[config.mk]
export PLATFORM = sky130hd
export DESIGN_NAME = msc_regs
export DESIGN_NICKNAME = d
export VERILOG_FILES = /design/src/hdl/msc_pkg.sv /design/src/hdl/msc_regs.sv
export SDC_FILE = /design/constraint.sdc
export NUM_CORES = 1
export LEC_CHECK = 0
export BUFFER_PORTS_ARGS = -buffer_cell sky130_fd_sc_hd__buf_2
export CAP_MARGIN = 20
export CORE_MARGIN = 2
export CORE_UTILIZATION = 47
export CTS_BUF_LIST = sky130_fd_sc_hd__clkbuf_8
export CTS_CLUSTER_DIAMETER = 200
export DETAILED_ROUTE_END_ITERATION = 10
export HOLD_SLACK_MARGIN = 0.12
export MAX_ROUTING_LAYER = met4
export PLACE_DENSITY = 0.78
export SLEW_MARGIN = 10
export SYNTH_ARGS = -nofsm -noshare
export SYNTH_HDL_FRONTEND = slang
export SYNTH_SLANG_ARGS = --single-unit
export TNS_END_PERCENT = 5
[constraint.sdc]
create_clock -name clk -period 1 [get_ports clk]
set_input_delay 0.05 -clock clk [delete_from_list [all_inputs] [get_ports clk]]
set_output_delay 0.05 -clock clk [all_outputs]
set_load 0.05 [all_outputs]
[src/hdl/msc_pkg.sv]
// Shared types, register codes, constants and fixed-point helpers of the motor speed controller.
package msc_pkg;

    localparam int ADDR_W  = 5;
    localparam int DATA_W  = 32;
    localparam int Q_SHIFT = 16;

    localparam logic [2:0] REG_MODE  = 3'd0;
    localparam logic [2:0] REG_KP    = 3'd1;
    localparam logic [2:0] REG_KI    = 3'd2;
    localparam logic [2:0] REG_DECAY = 3'd3;
    localparam logic [2:0] REG_KD    = 3'd4;
    localparam logic [2:0] REG_LIMIT = 3'd5;

    localparam logic [1:0] MODE_PI   = 2'd0;
    localparam logic [1:0] MODE_PD   = 2'd1;
    localparam logic [1:0] MODE_DIFF = 2'd2;
    localparam logic [1:0] MODE_HOLD = 2'd3;

    localparam logic signed [19:0] COEF_U1 = 20'sd115317;
    localparam logic signed [19:0] COEF_U2 = 20'sd49781;
    localparam logic signed [19:0] COEF_E0 = 20'sd187407;
    localparam logic signed [19:0] COEF_E1 = 20'sd287900;
    localparam logic signed [19:0] COEF_E2 = 20'sd107872;

    localparam logic signed [31:0] SAT_MAX = 32'sh7fffffff;
    localparam logic signed [31:0] SAT_MIN = 32'sh80000000;

    typedef struct packed {
        logic [1:0]         mode;
        logic signed [31:0] kp;
        logic signed [31:0] ki;
        logic [16:0]        decay;
        logic signed [31:0] kd;
        logic [14:0]        limit;
    } msc_cfg_t;

    typedef struct packed {
        logic signed [31:0] last_drive;
        logic signed [31:0] integral_sum;
        logic signed [31:0] derivative_term;
        logic signed [31:0] previous_measure;
        logic signed [31:0] drive_hist1;
        logic signed [31:0] drive_hist2;
        logic signed [31:0] err_hist1;
        logic signed [31:0] err_hist2;
    } msc_state_t;

    function automatic logic signed [31:0] add_sat(input logic signed [31:0] a,
                                                   input logic signed [31:0] b);
        logic signed [32:0] s;
        s = 33'(a) + 33'(b);
        if (s[32] != s[31])
            return s[32] ? SAT_MIN : SAT_MAX;
        return s[31:0];
    endfunction

    function automatic logic signed [31:0] sub_sat(input logic signed [31:0] a,
                                                   input logic signed [31:0] b);
        logic signed [32:0] s;
        s = 33'(a) - 33'(b);
        if (s[32] != s[31])
            return s[32] ? SAT_MIN : SAT_MAX;
        return s[31:0];
    endfunction

    // floor shift of the exact product, then clip to 32 bits
    function automatic logic signed [31:0] qmul(input logic signed [31:0] a,
                                                input logic signed [31:0] b);
        logic signed [63:0] p;
        logic signed [63:0] s;
        p = 64'(a) * 64'(b);
        s = p >>> Q_SHIFT;
        if (s > 64'(SAT_MAX))
            return SAT_MAX;
        if (s < 64'(SAT_MIN))
            return SAT_MIN;
        return s[31:0];
    endfunction

    function automatic logic signed [31:0] limit_q(input logic [14:0] lim);
        return {1'b0, lim, 16'b0};
    endfunction

endpackage

[src/hdl/msc_regs.sv]
// Configuration register bank of the motor speed controller behind the APB-style port.
module msc_regs (
    input  logic                      clk,
    input  logic                      rst_n,
    input  logic                      psel,
    input  logic                      penable,
    input  logic                      pwrite,
    input  logic [msc_pkg::ADDR_W-1:0] paddr,
    input  logic [msc_pkg::DATA_W-1:0] pwdata,
    output logic [msc_pkg::DATA_W-1:0] prdata,
    output logic                      pready,
    output msc_pkg::msc_cfg_t         cfg
);
    import msc_pkg::*;

    logic [1:0]         mode_reg;
    logic signed [31:0] kp_reg;
    logic signed [31:0] ki_reg;
    logic [16:0]        decay_reg;
    logic signed [31:0] kd_reg;
    logic [14:0]        limit_reg;
    logic               wr_en;
    logic [2:0]         reg_idx;

    assign pready  = 1'b1;
    assign wr_en   = psel && penable && pwrite;
    assign reg_idx = paddr[4:2];

    always_ff @(posedge clk or negedge rst_n)
    begin
        if (!rst_n)
        begin
            mode_reg  <= MODE_PI;
            kp_reg    <= 32'sd65536;
            ki_reg    <= '0;
            decay_reg <= '0;
            kd_reg    <= '0;
            limit_reg <= 15'd255;
        end
        else if (wr_en)
        begin
            unique case (reg_idx)
                REG_MODE:  mode_reg  <= pwdata[1:0];
                REG_KP:    kp_reg    <= pwdata;
                REG_KI:    ki_reg    <= pwdata;
                REG_DECAY: decay_reg <= pwdata[16:0];
                REG_KD:    kd_reg    <= pwdata;
                REG_LIMIT: limit_reg <= pwdata[14:0];
                default:   ;
            endcase
        end
    end

    always_comb
    begin
        unique case (reg_idx)
            REG_MODE:  prdata = {30'b0, mode_reg};
            REG_KP:    prdata = kp_reg;
            REG_KI:    prdata = ki_reg;
            REG_DECAY: prdata = {15'b0, decay_reg};
            REG_KD:    prdata = kd_reg;
            REG_LIMIT: prdata = {17'b0, limit_reg};
            default:   prdata = '0;
        endcase
    end

    assign cfg = '{mode: mode_reg, kp: kp_reg, ki: ki_reg, decay: decay_reg,
                   kd: kd_reg, limit: limit_reg};

endmodule

After elaboration in Yosys (flattened, before gate mapping)

Index checks and enable logic that the tools add are counted.

Register bits after elaboration: 130
Latch bits: 0
Memory bits (writable): 0
Bits in read-only memories: 0
Word-level logic and storage cells: 21
Memories: 0

Add/subtract/negate cells: 0
$mul: 0
Div/mod/pow operators: 0
Magnitude comparators: 0
Equal/unequal tests: 5
Shifts and indexed selects: 0
Multiplexer cells: 1
Bitwise gates (word level): 0
Reduce and logical (&&, ||, !) cells: 9

Operators by type and width:

| operator                                                        | number |
|---|---|
| 32-bit one-hot mux with 6 select lines                          | 1 |
| 2-bit AND reduction                                             | 6 |
| 3-bit by 2-bit == test with 1-bit output, second input constant | 2 |
| 3-bit == test, second input constant                            | 2 |
| 3-bit by 1-bit == test with 1-bit output, second input constant | 1 |
| 3-bit zero test                                                 | 1 |
| 1-bit logical AND                                               | 2 |

Longest topological paths before layout

Gate-level depths: netlist (run 1).

Depth in word-level cells: 3
Depth in mapped cells: 6
Mapped depth without buffers: 3

Least setup slack after synthesis (run 1)

Ideal clock, no wire load.

Path kind: flip-flop to output port
From: register limit_reg[1]
To: output prdata[1] (netlist name)
Arrival: 1.898 ns
Setup slack: -0.948 ns
Cell stages (with the launch flop): 3
Buffers on the path: 0
Cell sequence: dfstp_2 > mux2i_1 > o21ai_0

Longest elaborated chain between the ends: 1

Ends and longest elaborated chain:

| what                                   | RTL line       | RTL |
|---|---|---|
| start: declaration                     | msc_regs.sv:21 | `logic [14:0] limit_reg;` |
| start signal: assignment               | msc_regs.sv:48 | `REG_LIMIT: limit_reg <= pwdata[14:0];` |
| 32-bit one-hot mux with 6 select lines | msc_regs.sv:56 | `unique case (reg_idx)` |
| end: declaration                       | msc_regs.sv:10 | `output logic [msc_pkg::DATA_W-1:0] prdata,` |

No other way between the ends.

Final worst setup path (run 1)

From: register limit_reg[5]
To: output prdata[5] (netlist name)

The elaborated chain is that of the path after synthesis.

==> reports/results.ini, run 1 <==
[synth]
synthDominantCellAreaShare = 0.489
yosysSeqAreaShare = 0.528
postSynthCellCount = 419
synthesis.nets = 461
syn_avg_cell_area_um2 = 14.8
synth-async-reset-ratio = 1.00
synth.most_common_cell = dfrtp_1
synth_ff_type = dfrtp_1
yosysWarnings = 0
ys_top_cells_by_count = dfrtp_1 (121), mux2_2 (83), mux2_4 (40), mux2i_1 (33)
synthesis.area_um2 = 6190
synth_edf_count = 0
synth_seq_cells = 130
netlist.top_cell.by_area = dfrtp_1
yosys-top-cells-area = dfrtp_1 (49%), mux2_2 (15%), mux2_4 (9.7%)
ys_types = 31

[critical_path]
arrival_ns = 1.56
regToRegEndpoint = kd_reg[5]
crit_path_end_kind = output port
crit_required_ns = 0.95
crit_path_start_kind = register
r2r_slack_ns = 0.02
critPathMaxFanout = 2
r2r-start = kd_reg[5]
critPathKind = register to output port
ff2ff_path_depth = 2

[placement]
numPortBuffers = 201
gp_congestion = 0.849
placed_cell_area_um2 = 8960
dpl.hpwl_um = 13400

[cells_and_area]
drive_gt1_frac = 0.764
insertedDiodeCount = 0
synthToLayoutAreaGrowth_pct = 76.3
nNetsFinal = 826
fin_util = 0.857
stdcell_area_um2 = 10900

[route]
vias = 5286
postRouteAntennaNets = 0
routed_wl_um = 23000
routed_via_density = 5.46
drt-pass1-iter-count = 4
drt-initial-drc-count = 269
routedWlPerCell_um = 23.7
drc = 0

[cts]
htreeDepth = 4
cts_root_buf = clkbuf_8
clk_pin_slew_ns = 0.07
cts_buffer_depth = 2
clock_latency_ns = 0.44
ctsHoldBuffers = 33
cts_tree = done
numCtsBuffers = 17
cts_sinks = 130

[floorplanning]
die_w_um = 119
dieArea_um2 = 14100
die_y_um = 119
core-area_um2 = 12700
start_util = 0.486
pin_count = 205
fp-row-count = 41

[global_routing]
antenna_found_initial = 0
grt_max_degree = 44
grt_pass1_vias = 6094
grt_use_total = 0.336
grt_pass1_wl_um = 35000
grt-ovfl-total = 0

[hold_path]
hold_path_class = primary input to asynchronous set/reset pin

[sta]
final-max-slew-violation-count = 0
finalCriticalPeriod_ns = 1.61
period_share = 1.61
setup_slack_ns = -0.608
rsz0062_at_grt = true
hold-worst-slack_ns = 0.0377
setup_viol = 162
finalHoldViolations = 0
fin_skew_ns = 0
fmax_mhz = 622

[outcome]
failed_checks = negative setup slack
status = finished, violations left

[power_and_ir_drop]
irDropWorstVdd_uv = 1520
power_density_nw_per_um2 = 2160
total_leakage_power_nw = 5.10

[job]
drv_cap = 0

## through the flow
stage / std cells / total power, mW / worst slack, ns / setup TNS, ns
6_report: 969 / 23.5 / -0.608 / -36.49
3_3_place_gp: 902 / 16.6 / -0.388 / -54.08
2_1_floorplan: 419 / 13.5 / -0.242 / -29.53
4_1_cts: 968 / 23.0 / -0.573 / -38.14
5_1_grt: 969 / 24.2 / -0.654 / -42.47
3_5_place_dp: 902 / 16.8 / -0.422 / -56.83
## report_power, final
part           total, mW  internal (mW)  switching, mW  leakage [nW]
clock network       4.12           2.13           1.99         0.210
registers           7.37           6.40          0.971          1.59
logic               12.0           5.09           6.92          3.30
total               23.5           13.6           9.89          5.10
## placed cells by master, fill, tap and decap left out, drive strengths merged
cell type and n:
buf 342, mux2 131, dfrtp 121, dlygate4sd3 33, mux2i 33, clkbuf 25
o21ai 16, o2bb2ai 16, o22a 15, a22oi 15, nand2 13, dfstp 9
nor2 7, inv 5, clkinv 4, nor2b 2, nand2b 2, nor4bb 1
a31oi 1, or2 1, and3b 1, a21oi 1, nand4 1, nand4b 1
conb 1
## logic make-up after synthesis
logic type | count (synthesis) | synth area share
multiplexers | 164 | 0.316
buffers and inverters | 31 | 0.0394
flip-flops | 130 | 0.528
other | 1 | 0.000606
AND/OR/NAND/NOR | 29 | 0.0394
AO/OA/AOI/OAI | 64 | 0.0768
## layer usage
layer  vias to the layer above  GRT usage  part of all wire
met2                       231      0.588              0.53
met5                         -          -                 0
met3                        59     0.0589             0.052
li1                       2277          -                 -
met4                         0      0.141             0.032
met1                      2719      0.378              0.38
## worst max-delay path by stage
stage                  from          to
4_1_cts        limit_reg[4]   prdata[4]
2_1_floorplan  limit_reg[1]   prdata[1]
3_3_place_gp       paddr[2]  kp_reg[15]
3_5_place_dp       paddr[2]  kp_reg[21]
5_1_grt        limit_reg[5]   prdata[5]
6_report       limit_reg[5]   prdata[5]
## critical path, stage by stage (launching register included)
cell and delay [ns]:
dfstp_2 0.56, mux2i_2 0.09, o22a_1 0.21, o21ai_4 0.08, buf_8 0.17
## area by class of cell
class | instances | area (um^2)
inverter | 1 | 3.75
multi-input combinational | 258 | 3290
clock inverter | 8 | 35.0
timing repair buffer | 376 | 3710
clock buffer | 24 | 330
sequential | 130 | 3320
fill | 572 | 1810
tap | 172 | 215
## repair_timing
| item | CTS | global route |
|---|---|---|
| pin swaps | 16 | 6 |
| buffers inserted | 1 | 1 |
| hold endpoints to repair | 260 | 14 |
| gates resized for setup | 348 | 37 |
| cloned | 0 | 0 |
| setup endpoints to repair | 162 | 176 |
(Power assumes the default switching activity.)
==> run 2, diff against run 1 <==
--- a/config.mk
+++ b/config.mk
@@ -13,8 +13,8 @@
 export CTS_CLUSTER_DIAMETER = 200
 export DETAILED_ROUTE_END_ITERATION = 10
 export HOLD_SLACK_MARGIN = 0.12
-export MAX_ROUTING_LAYER = met4
 export PLACE_DENSITY = 0.78
+export SKIP_LAST_GASP = 1
 export SLEW_MARGIN = 10
 export SYNTH_ARGS = -nofsm -noshare
 export SYNTH_HDL_FRONTEND = slang
==> reports/results.ini, run 2 (same netlist as run 1, synthesis figures left out) <==
[power_and_ir_drop]
total_leakage_power_nw = 4.90
p_sw_mw = 9.14
p_int_mw = 12.0
irDropWorstVdd_uv = 1590
power_mw = 21.2
power_density_nw_per_um2 = 2160
combinationalPowerShare = 0.472
pwr-share-clk = 0.191
seqPwrFrac = 0.337
switching_share = 0.432

[critical_path]
crit_required_ns = 0.95
arrival_ns = 1.50
critPathBufInv = 1
critPathMaxFanout = 2
critPathSlowestCell = dfstp_2
r2r_slack_ns = -0.05
cp-startpoint = limit_reg[3]
crit_path_start_kind = register
cp_cell_sequence = mux2i_1, o22a_1, o21ai_4, buf_6
regToRegEndpoint = ki_reg[14]
critical_path.max_stage_delay_ns = 0.53
cp_num_cells = 4
crit_path_end_kind = output port
crit_end = prdata[3]
crit_family = flip-flops
critPathKind = register to output port
ff2ff_path_depth = 3
r2r-start = ki_reg[14]

[global_routing]
grt_pass1_wl_um = 30200
antenna_found_initial = 0
grt_max_degree = 44
grt_use_total = 0.277
grt-ovfl-total = 0
grt_pass1_vias = 5634

[job]
drv_cap = 0

[hold_path]
hold_path_class = primary input to asynchronous set/reset pin

[cts]
clock_latency_ns = 0.43
cts_root_buf = clkbuf_8
ctsHoldBuffers = 33
cts_tree = done
cts_sinks = 130
htreeDepth = 4
numCtsBuffers = 17
cts_buffer_depth = 2
clk_pin_slew_ns = 0.07

[route]
drc = 0
vias = 5118
routed_via_density = 5.27
drt-pass1-iter-count = 5
postRouteAntennaNets = 0
routed_wl_um = 19200
routedWlPerCell_um = 19.8
drt-initial-drc-count = 259

[cells_and_area]
insertedDiodeCount = 0
synthToLayoutAreaGrowth_pct = 58.5
stdcell_area_um2 = 9810
final_common_cell = buf_2
drive_gt1_frac = 0.722
nNetsFinal = 828
final_cell_mix = buf_2 (187), buf_4 (128), dfrtp_1 (96)
stdcell_count = 971

[placement]
dpl.hpwl_um = 13400
dp_cells = 902
numPortBuffers = 201
gp_congestion = 0.836
pre_cts_ws_ns = -0.422
placed_cell_area_um2 = 8960

[floorplanning]
fp-row-count = 41
pin_count = 205
start_util = 0.486
dieArea_um2 = 14100
die_y_um = 119
die_w_um = 119
core-area_um2 = 12700

[sta]
fmax_mhz = 646
setup_viol = 164
hold-worst-slack_ns = 0.0649
period_share = 1.55
final-max-slew-violation-count = 0
fin_skew_ns = 0
setup_slack_ns = -0.547
finalCriticalPeriod_ns = 1.55
rsz0062_at_grt = true
finalHoldViolations = 0

[outcome]
status = finished, violations left
failed_checks = negative setup slack

-- run 2: how the worst min path moves through the flow --
stage,startpoint,end,slack (ns),cells past startpoint
floorplan,rst_n,decay_reg[0],-0.25,0
global placement,rst_n,kd_reg[13],-0.04,1
detailed placement,rst_n,ki_reg[13],-0.04,1
CTS,rst_n,limit_reg[13],0.04,2
global route,rst_n,kd_reg[19],0.07,2
finish,rst_n,ki_reg[13],0.06,2
-- run 2: cell type report --
| type | count | area [um^2] |
|---|---|---|
| flip-flops and latches | 130 | 3300 |
| repair buffers | 378 | 2720 |
| well taps | 172 | 215 |
| fillers | 785 | 2920 |
| clock inverters | 8 | 35.0 |
| multi-input cells | 258 | 3210 |
| clock buffers | 24 | 330 |
| inverters | 1 | 3.75 |
-- run 2: power groups by stage --
stage | Combinational, mW | Clock (mW) | Sequential (mW)
floorplan | 2.65 | 0 | 10.9
global placement | 9.49 | 0 | 7.10
detailed placement | 9.65 | 0 | 7.19
CTS | 9.88 | 4.14 | 7.12
global route | 10.4 | 4.36 | 7.25
finish | 9.99 | 4.03 | 7.13
-- run 2: worst register-to-register path, delay by kind of cell (launching register included) --
kind	cells	cell delay, ns
buf+inv	2	0.27
flops	1	0.41
mux	1	0.26
-- run 2: repair_timing --
action / in CTS / in global routing
hold endpoints to repair: 260 / 14
buffers inserted: 1 / 3
endpoints found under the setup margin: 162 / 163
gates resized for setup: 22 / 15
pin swaps: 6 / 6
-- run 2: through the flow --
stage          TNS [ns]   util
5_1_grt          -52.40  0.771
4_1_cts          -48.21  0.767
3_3_place_gp     -54.08  0.704
2_1_floorplan    -29.53      -
3_5_place_dp     -56.83  0.704
6_report         -43.85  0.771
-- run 2: metal layers --
| metal | vias up | global-route usage | share of wire |
|---|---|---|---|
| met2 | 192 | 0.472 | 0.52 |
| met5 | - | 0 | 0 |
| met1 | 2609 | 0.339 | 0.41 |
| met4 | 0 | 0.113 | 0.021 |
| met3 | 34 | 0.0637 | 0.054 |
| li1 | 2283 | - | - |
